<file path="config.mk">
export PLATFORM = sky130hd
export DESIGN_NAME = mutex_unit_with_wait_queues
export DESIGN_NICKNAME = d
export VERILOG_FILES = /design/src/rtl/mtxq_pkg.sv /design/src/rtl/mutex_unit_with_wait_queues.sv
export SDC_FILE = /design/constraint.sdc
export NUM_CORES = 2
export LEC_CHECK = 0
export BUFFER_PORTS_ARGS = -buffer_cell sky130_fd_sc_hd__buf_4
export CAP_MARGIN = 15
export CORE_MARGIN = 2
export CORE_UTILIZATION = 68
export DETAILED_ROUTE_END_ITERATION = 8
export GPL_TIMING_DRIVEN = 0
export PLACE_DENSITY = 0.85
export SYNTH_ARGS = -nofsm -noshare
export SYNTH_HDL_FRONTEND = slang
export SYNTH_SLANG_ARGS = --single-unit
</file>
<file path="constraint.sdc">
create_clock -name clk -period 7.3 [get_ports clk]
set_input_delay 0.73 -clock clk [delete_from_list [all_inputs] [get_ports clk]]
set_output_delay 0.73 -clock clk [all_outputs]
set_load 0.01 [all_outputs]
</file>
<file path="src/rtl/mtxq_pkg.sv">
// Mutex unit package: status and action codes, default sizes.
// No dependencies.
package mtxq_pkg;
	localparam int LOCKS_DEF       = 16;
	localparam int QUEUE_DEPTH_DEF = 16;

	localparam logic [1:0] ACT_INIT    = 2'd0;
	localparam logic [1:0] ACT_ACQUIRE = 2'd1;
	localparam logic [1:0] ACT_RELEASE = 2'd2;

	localparam logic [2:0] ST_INDEX   = 3'd0;
	localparam logic [2:0] ST_GRANTED = 3'd1;
	localparam logic [2:0] ST_QUEUED  = 3'd2;
	localparam logic [2:0] ST_IGNORED = 3'd3;
	localparam logic [2:0] ST_FULL    = 3'd4;
	localparam logic [2:0] ST_QFULL   = 3'd5;

	localparam logic [8:0] OWNER_NONE = 9'h1FF;
endpackage

</file>
<file path="src/rtl/mutex_unit_with_wait_queues.sv">
// Mutex unit with FIFO wait queues: top level.
// Depends on mtxq_pkg.
//
// A request is taken when start is high and busy is low; its result appears
// for one cycle with done high and cannot be held off. Init walks the key
// table one entry per cycle. Acquire and release go through accept, the
// waiter memory read, then update and result. An out-of-range index or an
// unknown action is answered at once from the idle state. The lock state is
// kept in a per-lock register row with reset values, the waiters in a
// synchronous memory whose entries hold anything until written.
module mutex_unit_with_wait_queues
	import mtxq_pkg::*;
#(
	parameter int LOCKS       = LOCKS_DEF,
	parameter int QUEUE_DEPTH = QUEUE_DEPTH_DEF
) (
	input  logic              clk,
	input  logic              arst_n,
	input  logic              start,
	output logic              busy,
	input  logic [1:0]        action,
	input  logic signed [31:0] lock_key,
	input  logic [5:0]        lock_index,
	input  logic [7:0]        task_id,
	output logic              done,
	output logic [2:0]        status,
	output logic [3:0]        result_index,
	output logic              woken_valid,
	output logic [7:0]        woken_task,
	output logic signed [8:0] owner_after
);
	localparam int LW = (LOCKS > 1) ? $clog2(LOCKS) : 1;
	localparam int QW = (QUEUE_DEPTH > 1) ? $clog2(QUEUE_DEPTH) : 1;
	localparam int CW = $clog2(QUEUE_DEPTH + 1);
	localparam int SW = LW + QW;

	typedef enum logic [2:0] {S_IDLE, S_SCAN, S_READ, S_WAIT, S_DONE} state_t;
	state_t state_q;

	// Per-lock state
	logic [31:0]   key_q   [LOCKS];
	logic          lkd_q   [LOCKS];
	logic [8:0]    own_q   [LOCKS];
	logic [QW-1:0] head_q  [LOCKS];
	logic [QW-1:0] tail_q  [LOCKS];
	logic [CW-1:0] cnt_q   [LOCKS];

	// Waiter memory, addressed by {lock, slot}
	logic [7:0] wmem [2**SW];
	logic [7:0] wrd_q;

	// Request registers
	logic [1:0]    act_q;
	logic [31:0]   key_req_q;
	logic [LW-1:0] idx_q;
	logic [7:0]    task_q;
	logic [LW:0]   scan_q;
	logic          match_f_q, free_f_q;
	logic [LW-1:0] match_i_q, free_i_q;

	logic [LW-1:0] scan_i;
	assign scan_i = scan_q[LW-1:0];
	assign busy = (state_q != S_IDLE);

	// Read waiter at head of the addressed queue; write a queued task at its tail
	always_ff @(posedge clk) begin
		if (state_q == S_READ)
			wrd_q <= wmem[{idx_q, head_q[idx_q]}];
		if (state_q == S_WAIT && act_q == ACT_ACQUIRE && lkd_q[idx_q] &&
			cnt_q[idx_q] < CW'(QUEUE_DEPTH))
			wmem[SW'({idx_q, tail_q[idx_q]})] <= task_q;
	end

	always_ff @(posedge clk or negedge arst_n) begin
		if (!arst_n) begin
			state_q <= S_IDLE;
			done <= 1'b0;
			status <= ST_IGNORED;
			result_index <= '0;
			woken_valid <= 1'b0;
			woken_task <= '0;
			owner_after <= OWNER_NONE;
			for (int i = 0; i < LOCKS; i++) begin
				key_q[i] <= '0;
				lkd_q[i] <= 1'b0;
				own_q[i] <= OWNER_NONE;
				head_q[i] <= '0;
				tail_q[i] <= '0;
				cnt_q[i] <= '0;
			end
			act_q <= '0; key_req_q <= '0; idx_q <= '0; task_q <= '0;
			scan_q <= '0; match_f_q <= 1'b0; free_f_q <= 1'b0;
			match_i_q <= '0; free_i_q <= '0;
		end else begin
			done <= 1'b0;
			case (state_q)
				S_IDLE: begin
					if (start) begin
						act_q <= action;
						key_req_q <= lock_key;
						idx_q <= lock_index[LW-1:0];
						task_q <= task_id;
						scan_q <= '0;
						match_f_q <= 1'b0;
						free_f_q <= 1'b0;
						if (action == ACT_INIT)
							state_q <= S_SCAN;
						else if ((action == ACT_ACQUIRE || action == ACT_RELEASE) &&
							32'(lock_index) < 32'(LOCKS))
							state_q <= S_READ;
						else begin
							// Ignore out-of-range index or unknown action
							done <= 1'b1;
							status <= ST_IGNORED;
							result_index <= '0;
							woken_valid <= 1'b0;
							woken_task <= '0;
							owner_after <= OWNER_NONE;
						end
					end
				end
				S_SCAN: begin
					// Walk the key table, one entry per cycle
					if (scan_q < (LW+1)'(LOCKS)) begin
						if (!match_f_q && key_q[scan_i] == key_req_q) begin
							match_f_q <= 1'b1; match_i_q <= scan_i;
						end
						if (!free_f_q && key_q[scan_i] == '0) begin
							free_f_q <= 1'b1; free_i_q <= scan_i;
						end
						scan_q <= scan_q + 1'b1;
					end else begin
						done <= 1'b1;
						woken_valid <= 1'b0;
						woken_task <= '0;
						state_q <= S_IDLE;
						if (match_f_q) begin
							status <= ST_INDEX;
							result_index <= 4'(match_i_q);
							owner_after <= own_q[match_i_q];
						end else if (free_f_q) begin
							// Claim the first free entry
							key_q[free_i_q] <= key_req_q;
							lkd_q[free_i_q] <= 1'b0;
							own_q[free_i_q] <= OWNER_NONE;
							head_q[free_i_q] <= '0;
							tail_q[free_i_q] <= '0;
							cnt_q[free_i_q] <= '0;
							status <= ST_INDEX;
							result_index <= 4'(free_i_q);
							owner_after <= OWNER_NONE;
						end else begin
							status <= ST_FULL;
							result_index <= '0;
							owner_after <= OWNER_NONE;
						end
					end
				end
				S_READ: state_q <= S_WAIT;
				S_WAIT: begin
					done <= 1'b1;
					result_index <= '0;
					woken_valid <= 1'b0;
					woken_task <= '0;
					owner_after <= own_q[idx_q];
					state_q <= S_IDLE;
					if (act_q == ACT_ACQUIRE) begin
						if (!lkd_q[idx_q]) begin
							lkd_q[idx_q] <= 1'b1;
							own_q[idx_q] <= {1'b0, task_q};
							owner_after <= {1'b0, task_q};
							status <= ST_GRANTED;
						end else if (cnt_q[idx_q] < CW'(QUEUE_DEPTH)) begin
							tail_q[idx_q] <= (tail_q[idx_q] == QW'(QUEUE_DEPTH-1)) ?
								'0 : tail_q[idx_q] + 1'b1;
							cnt_q[idx_q] <= cnt_q[idx_q] + 1'b1;
							status <= ST_QUEUED;
						end else
							status <= ST_QFULL;
					end else begin
						status <= ST_GRANTED;
						if (cnt_q[idx_q] == '0) begin
							own_q[idx_q] <= OWNER_NONE;
							lkd_q[idx_q] <= 1'b0;
							owner_after <= OWNER_NONE;
						end else begin
							// Hand the lock to the oldest waiter
							head_q[idx_q] <= (head_q[idx_q] == QW'(QUEUE_DEPTH-1)) ?
								'0 : head_q[idx_q] + 1'b1;
							cnt_q[idx_q] <= cnt_q[idx_q] - 1'b1;
							lkd_q[idx_q] <= 1'b1;
							own_q[idx_q] <= {1'b0, wrd_q};
							owner_after <= {1'b0, wrd_q};
							woken_valid <= 1'b1;
							woken_task <= wrd_q;
						end
					end
				end
				default: state_q <= S_IDLE;
			endcase
		end
	end
endmodule

</file>
==> results of run 1 <==
[Yosys cell counts, types with 17 or more instances]
library cell | n | area share [%]
a21oi_1 | 238 | 0.92
a31oi_1 | 167 | 0.81
mux2i_1 | 245 | 1.9
o211ai_1 | 139 | 0.81
inv_1 | 18 | 0.052
a22oi_1 | 24 | 0.14
nand2_1 | 2211 | 6.4
a221oi_1 | 29 | 0.20
a311oi_1 | 60 | 0.41
o311ai_0 | 18 | 0.12
o22ai_1 | 44 | 0.21
nand3_1 | 613 | 2.4
mux4_2 | 313 | 5.5
o21ai_1 | 17 | 0.066
xnor2_1 | 31 | 0.21
buf_2 | 229 | 0.89
a22o_1 | 79 | 0.54
dfrtp_1 | 814 | 16
o21ai_0 | 423 | 1.6
a32oi_1 | 33 | 0.22
mux2_2 | 531 | 4.6
nor3_1 | 30 | 0.12
nor2_1 | 392 | 1.1
dfstp_2 | 155 | 3.2
nand4_1 | 91 | 0.44
buf_1 | 101 | 0.29
clkbuf_1 | 371 | 1.1
buf_4 | 34 | 0.20
edfxtp_1 | 2056 | 48
and3_1 | 68 | 0.33
nor4_1 | 48 | 0.23
[stage by stage]
step | worst slack (ps) | util, % | instance area [sq um] | TNS (ps) | hold slack, ps
floorplan | 3180 | - | 129000 | 0 | 434
global placement | -4980 | 70.5 | 133000 | -5788650 | 455
detailed placement | -401 | 72.1 | 136000 | -1390 | 470
CTS | 5.89 | 77.6 | 146000 | 0 | 0.0867
[per-layer routing]
layer  track usage [%]  GRT overflow
met1              75.9             0
met2              87.7             5
met3              60.7             0
met4              69.0             5
met5              36.7             0
[cell families after synthesis]
family / share of synthesized area (%)
multiplexers: 12.0
flip-flops: 66.8
buffers and inverters: 2.65
AND/OR/NAND/NOR: 11.4
AO/OA/AOI/OAI: 6.66
XOR/XNOR: 0.272
adder cells (fa/ha/maj): 0.0873
[repair_timing]
action | 4_1_cts
endpoints found under the hold margin | 99
hold buffers | 14
resized for setup | 3
endpoints found under the setup margin | 6
cloned | 0
==> flow_metrics.env, run 1 <==
export IMPL_syn_inst=9812
export IMPL_num_rows=159
export IMPL_place_congestion=1.26
export IMPL_status="did not finish"
export IMPL_initial_core_util_pct=68.6
export IMPL_ys_seq_area_share_pct=66.8
export IMPL_yosys_most_used_dff="edfxtp_1"
export IMPL_post_cts_buffers=0
export IMPL_grt_max_degree=136
export IMPL_portBuffers=77
export IMPL_ys_warn_count=0
export IMPL_h_tree_depth=5
export IMPL_async_flop_share_pct=32.0
export IMPL_synth_avg_cell_area_sq_um=13.1
export IMPL_synth_seq_cells=3025
export IMPL_lastStage="global routing"
export IMPL_clkSinkCount=3025
export IMPL_grt_usage_pct=73.9
export IMPL_ios=78
export IMPL_synth_edf_count=2056
export IMPL_clockBufferDepth=4
export IMPL_error="[ERROR GRT-0232] Routing congestion too high. Check the congestion heatmap in the GUI."
export IMPL_overflow=10
export IMPL_cts_root_buf="clkbuf_16"
export IMPL_synth_cell_type_count=78
export IMPL_synth_nets=9872
export IMPL_dpl_cell_count=12500
export IMPL_numCtsBuffers=317
export IMPL_syn_cell_area_sq_mm=0.129
export IMPL_fp_dieH_microns=439
export IMPL_dp_hpwl_microns=425000
export IMPL_fp_dieW_microns=439
==> run 2, diff against run 1 <==
- CORE_UTILIZATION: 68 -> 40
- PLACE_DENSITY: 0.85 -> unset
- PLACE_DENSITY_LB_ADDON: unset -> 0.15
==> flow_metrics.env, run 2 <==
export IMPL_status="complete, but fails checks"
export IMPL_violations="design-rule violations, max-capacitance violations, max-slew violations, negative setup slack"
export IMPL_r2r_end="wrd_q[1]"
export IMPL_setup_worst_path_class="register to register"
export IMPL_setup_tns_ps=-10180
export IMPL_num_rows=208
export IMPL_viasPerCell=6.53
export IMPL_yosysMostFrequentCell="nand2_1"
export IMPL_pre_cts_slack_ps=-1640
export IMPL_clock_latency_ps=1000
export IMPL_fp_dieArea_sq_mm=0.327
export IMPL_drc=9
export IMPL_initial_core_util_pct=40.2
export IMPL_power_uw=56700
export IMPL_reg2reg_slack_ps=-550
export IMPL_synth_area_top_cells="edfxtp_1 (48%), dfrtp_1 (16%), nand2_1 (6.4%), mux4_2 (5.5%), mux2_2 (4.6%)"
export IMPL_finalWirelength_microns=692000
export IMPL_h_tree_depth=5
export IMPL_synth_avg_cell_area_sq_um=13.1
export IMPL_fin_skew_ps=69.0
export IMPL_final_cell_mix="nand2_1 (2,207), edfxtp_1 (2,056), dfrtp_1 (806)"
export IMPL_whs_path_depth=3
export IMPL_hold_path_class="primary input to register"
export IMPL_min_to="key_req_q[27]"
export IMPL_fin_nets=10500
export IMPL_endpoint_kind="register"
export IMPL_powerDensity_mw_per_mm2=376
export IMPL_core_sq_mm=0.321
export IMPL_crit_chain="buf_6, buf_6, buf_2, mux2i_1, a2bb2oi_2, and3b_1, nor2_1, clkbuf_2, buf_2, clkbuf_1, nand3_1, a311oi_1, nor3_1, buf_4, nor4_2, buf_6"
export IMPL_grt_pass1_wl_microns=891000
export IMPL_fill_cells=28600
export IMPL_relSlewSlack_pct=-0.665
export IMPL_cap_violations=1
export IMPL_crit_path_frequent_cell="buf_6"
export IMPL_vias=98800
export IMPL_dp_hpwl_microns=497000
export IMPL_cts_root_buf="clkbuf_16"
export IMPL_layout_drive_gt1_share_pct=21.0
export IMPL_async_flop_share_pct=32.0
export IMPL_crit_buf_inv=8
export IMPL_synth_nets=9872
export IMPL_grt_pass1_vias=90600
export IMPL_numCtsBuffers=344
export IMPL_area_growth_pct=17.0
export IMPL_critPathLaunchType="register"
export IMPL_grt_max_degree=117
export IMPL_register_area_sq_mm=0.0862
export IMPL_period_share_pct=108
export IMPL_wire_per_inst_microns=45.7
export IMPL_overflow=0
export IMPL_maxClockFrequency_mhz=127
export IMPL_hp_start="lock_key[27]"
export IMPL_path_clk_slew_ps=60
export IMPL_critical_path_arrival_ps=8640
export IMPL_crit_family="buffers and inverters"
export IMPL_required_ps=8090
export IMPL_worst_slew_pin_slew_ps=1510
export IMPL_tritoncts="done"
export IMPL_cpPeakStageDelay_ps=950
export IMPL_synth_seq_cells=3025
export IMPL_crit_slowest_cell="a311oi_1"
export IMPL_critPathMaxFanout=10
export IMPL_yosys_most_used_dff="edfxtp_1"
export IMPL_fp_dieH_microns=572
export IMPL_multi_input_area_sq_mm=0.0396
export IMPL_syn_cell_area_sq_mm=0.129
export IMPL_ys_warn_count=0
export IMPL_ir_drop_uv=380
export IMPL_finalWorstSetupSlack_ps=-554
export IMPL_place_congestion=1.11
export IMPL_final_common_cell="nand2_1"
export IMPL_largest_reg_flops=2048
export IMPL_synthTopCellsByCount="nand2_1 (2,211), edfxtp_1 (2,056), dfrtp_1 (814), nand3_1 (613), mux2_2 (531)"
export IMPL_grt_usage_pct=41.8
export IMPL_clockBufferDepth=4
export IMPL_synth_cell_type_count=78
export IMPL_antenna_found_initial=99
export IMPL_yosysTopAreaCellShare_pct=47.9
export IMPL_portBuffers=77
export IMPL_p_leak_uw=0.0557
export IMPL_syn_inst=9812
export IMPL_hold_viol=0
export IMPL_synth_top_area_cell="edfxtp_1"
export IMPL_rsz0062_at_grt="true"
export IMPL_ant_nets=0
export IMPL_fp_dieW_microns=572
export IMPL_r2r_cells=16
export IMPL_ios=78
export IMPL_setup_violations=77
export IMPL_rr_startpoint="idx_q[1]"
export IMPL_dr_pass1_iters=9
export IMPL_ys_seq_area_share_pct=66.8
export IMPL_clkSinkCount=3025
export IMPL_drtIter0Drc=16800
export IMPL_synth_edf_count=2056
export IMPL_layout_min_cycle_time_ps=7850
export IMPL_finalMaxSlewViolations=3
-- run 2: cell counts after synthesis --
Identical to the previous run, type by type.
-- run 2: report_power, final --
group          internal, uW  switching (uW)
Clock                 10300            7510
Combinational          4160           13200
Sequential            20700             815
Total                 35200           21500
-- run 2: cells by family (layout without fill, tap and decap cells) --
family | count (synthesis) | after routing | synth area share [%]
and+or+nand+nor | 3521 | 3521 | 11.4
DFF | 3025 | 3025 | 66.8
AOI/OAI and AO/OA | 1355 | 1355 | 6.66
muxes | 1092 | 1092 | 12.0
buffers and inverters | 770 | 1708 | 2.65
xor gates and xnor gates | 40 | 40 | 0.272
adders and majority gates | 9 | 9 | 0.0873
other | 0 | 85 | 0
-- run 2: final cells by class --
class / count / area share, %
antenna: 85 / 0.141
buffer: 748 / 2.33
clock buffer: 461 / 6.37
clock inverter: 160 / 1.08
inverter: 20 / 0.0498
multi-input combinational: 6017 / 26.3
sequential: 3025 / 57.2
tap: 4305 / 3.57
timing repair buffer: 319 / 3.01
-- run 2: worst min-delay path, cell delays in order --
cell	delay (ps)
buf_4	130
nand2_1	50
nand2_1	50
-- run 2: worst max path at each step --
stage,startpoint,end,slack [ps],depth (start not counted)
final,idx_q[1],wrd_q[1],-550,16
after global routing,idx_q[2],wrd_q[3],20,16
after CTS,idx_q[1],wrd_q[4],1,16
after detailed placement,idx_q[3],wrd_q[2],-1640,17
after global placement,arst_n,key_req_q[6],-6040,1
after floorplan,task_q[7],own_q[106],3180,5
-- run 2: timing repair --
action,CTS,global route
setup buffers,3,0
pin swaps,5,0
hold endpoints to repair,88,0
hold buffers,29,0
gates resized for setup,45,9
endpoints found under the setup margin,7,30
-- run 2: per-layer routing --
layer  track usage (%)  vias to the layer above  routed length (microns)
met5                 0                        -                      189
met3              12.6                     2051                    77700
met4              32.0                       30                    64100
met2              61.5                     7555                   298000
li1                  -                    37800                        -
met1              51.8                    51400                   253000
-- run 2: metrics by stage --
stage / utilization [%] / std cells / hold WS (ps) / instance area [sq um]
floorplan: - / 9812 / 434 / 129000
global placement: 42.0 / 14200 / 457 / 135000
detailed placement: 43.2 / 14400 / 464 / 139000
CTS: 46.9 / 15000 / 0.957 / 150000
global route: 46.9 / 15100 / 27.7 / 151000
finish: 47.0 / 15100 / 55.9 / 151000
Note: power is estimated with default switching activity, not from simulation.
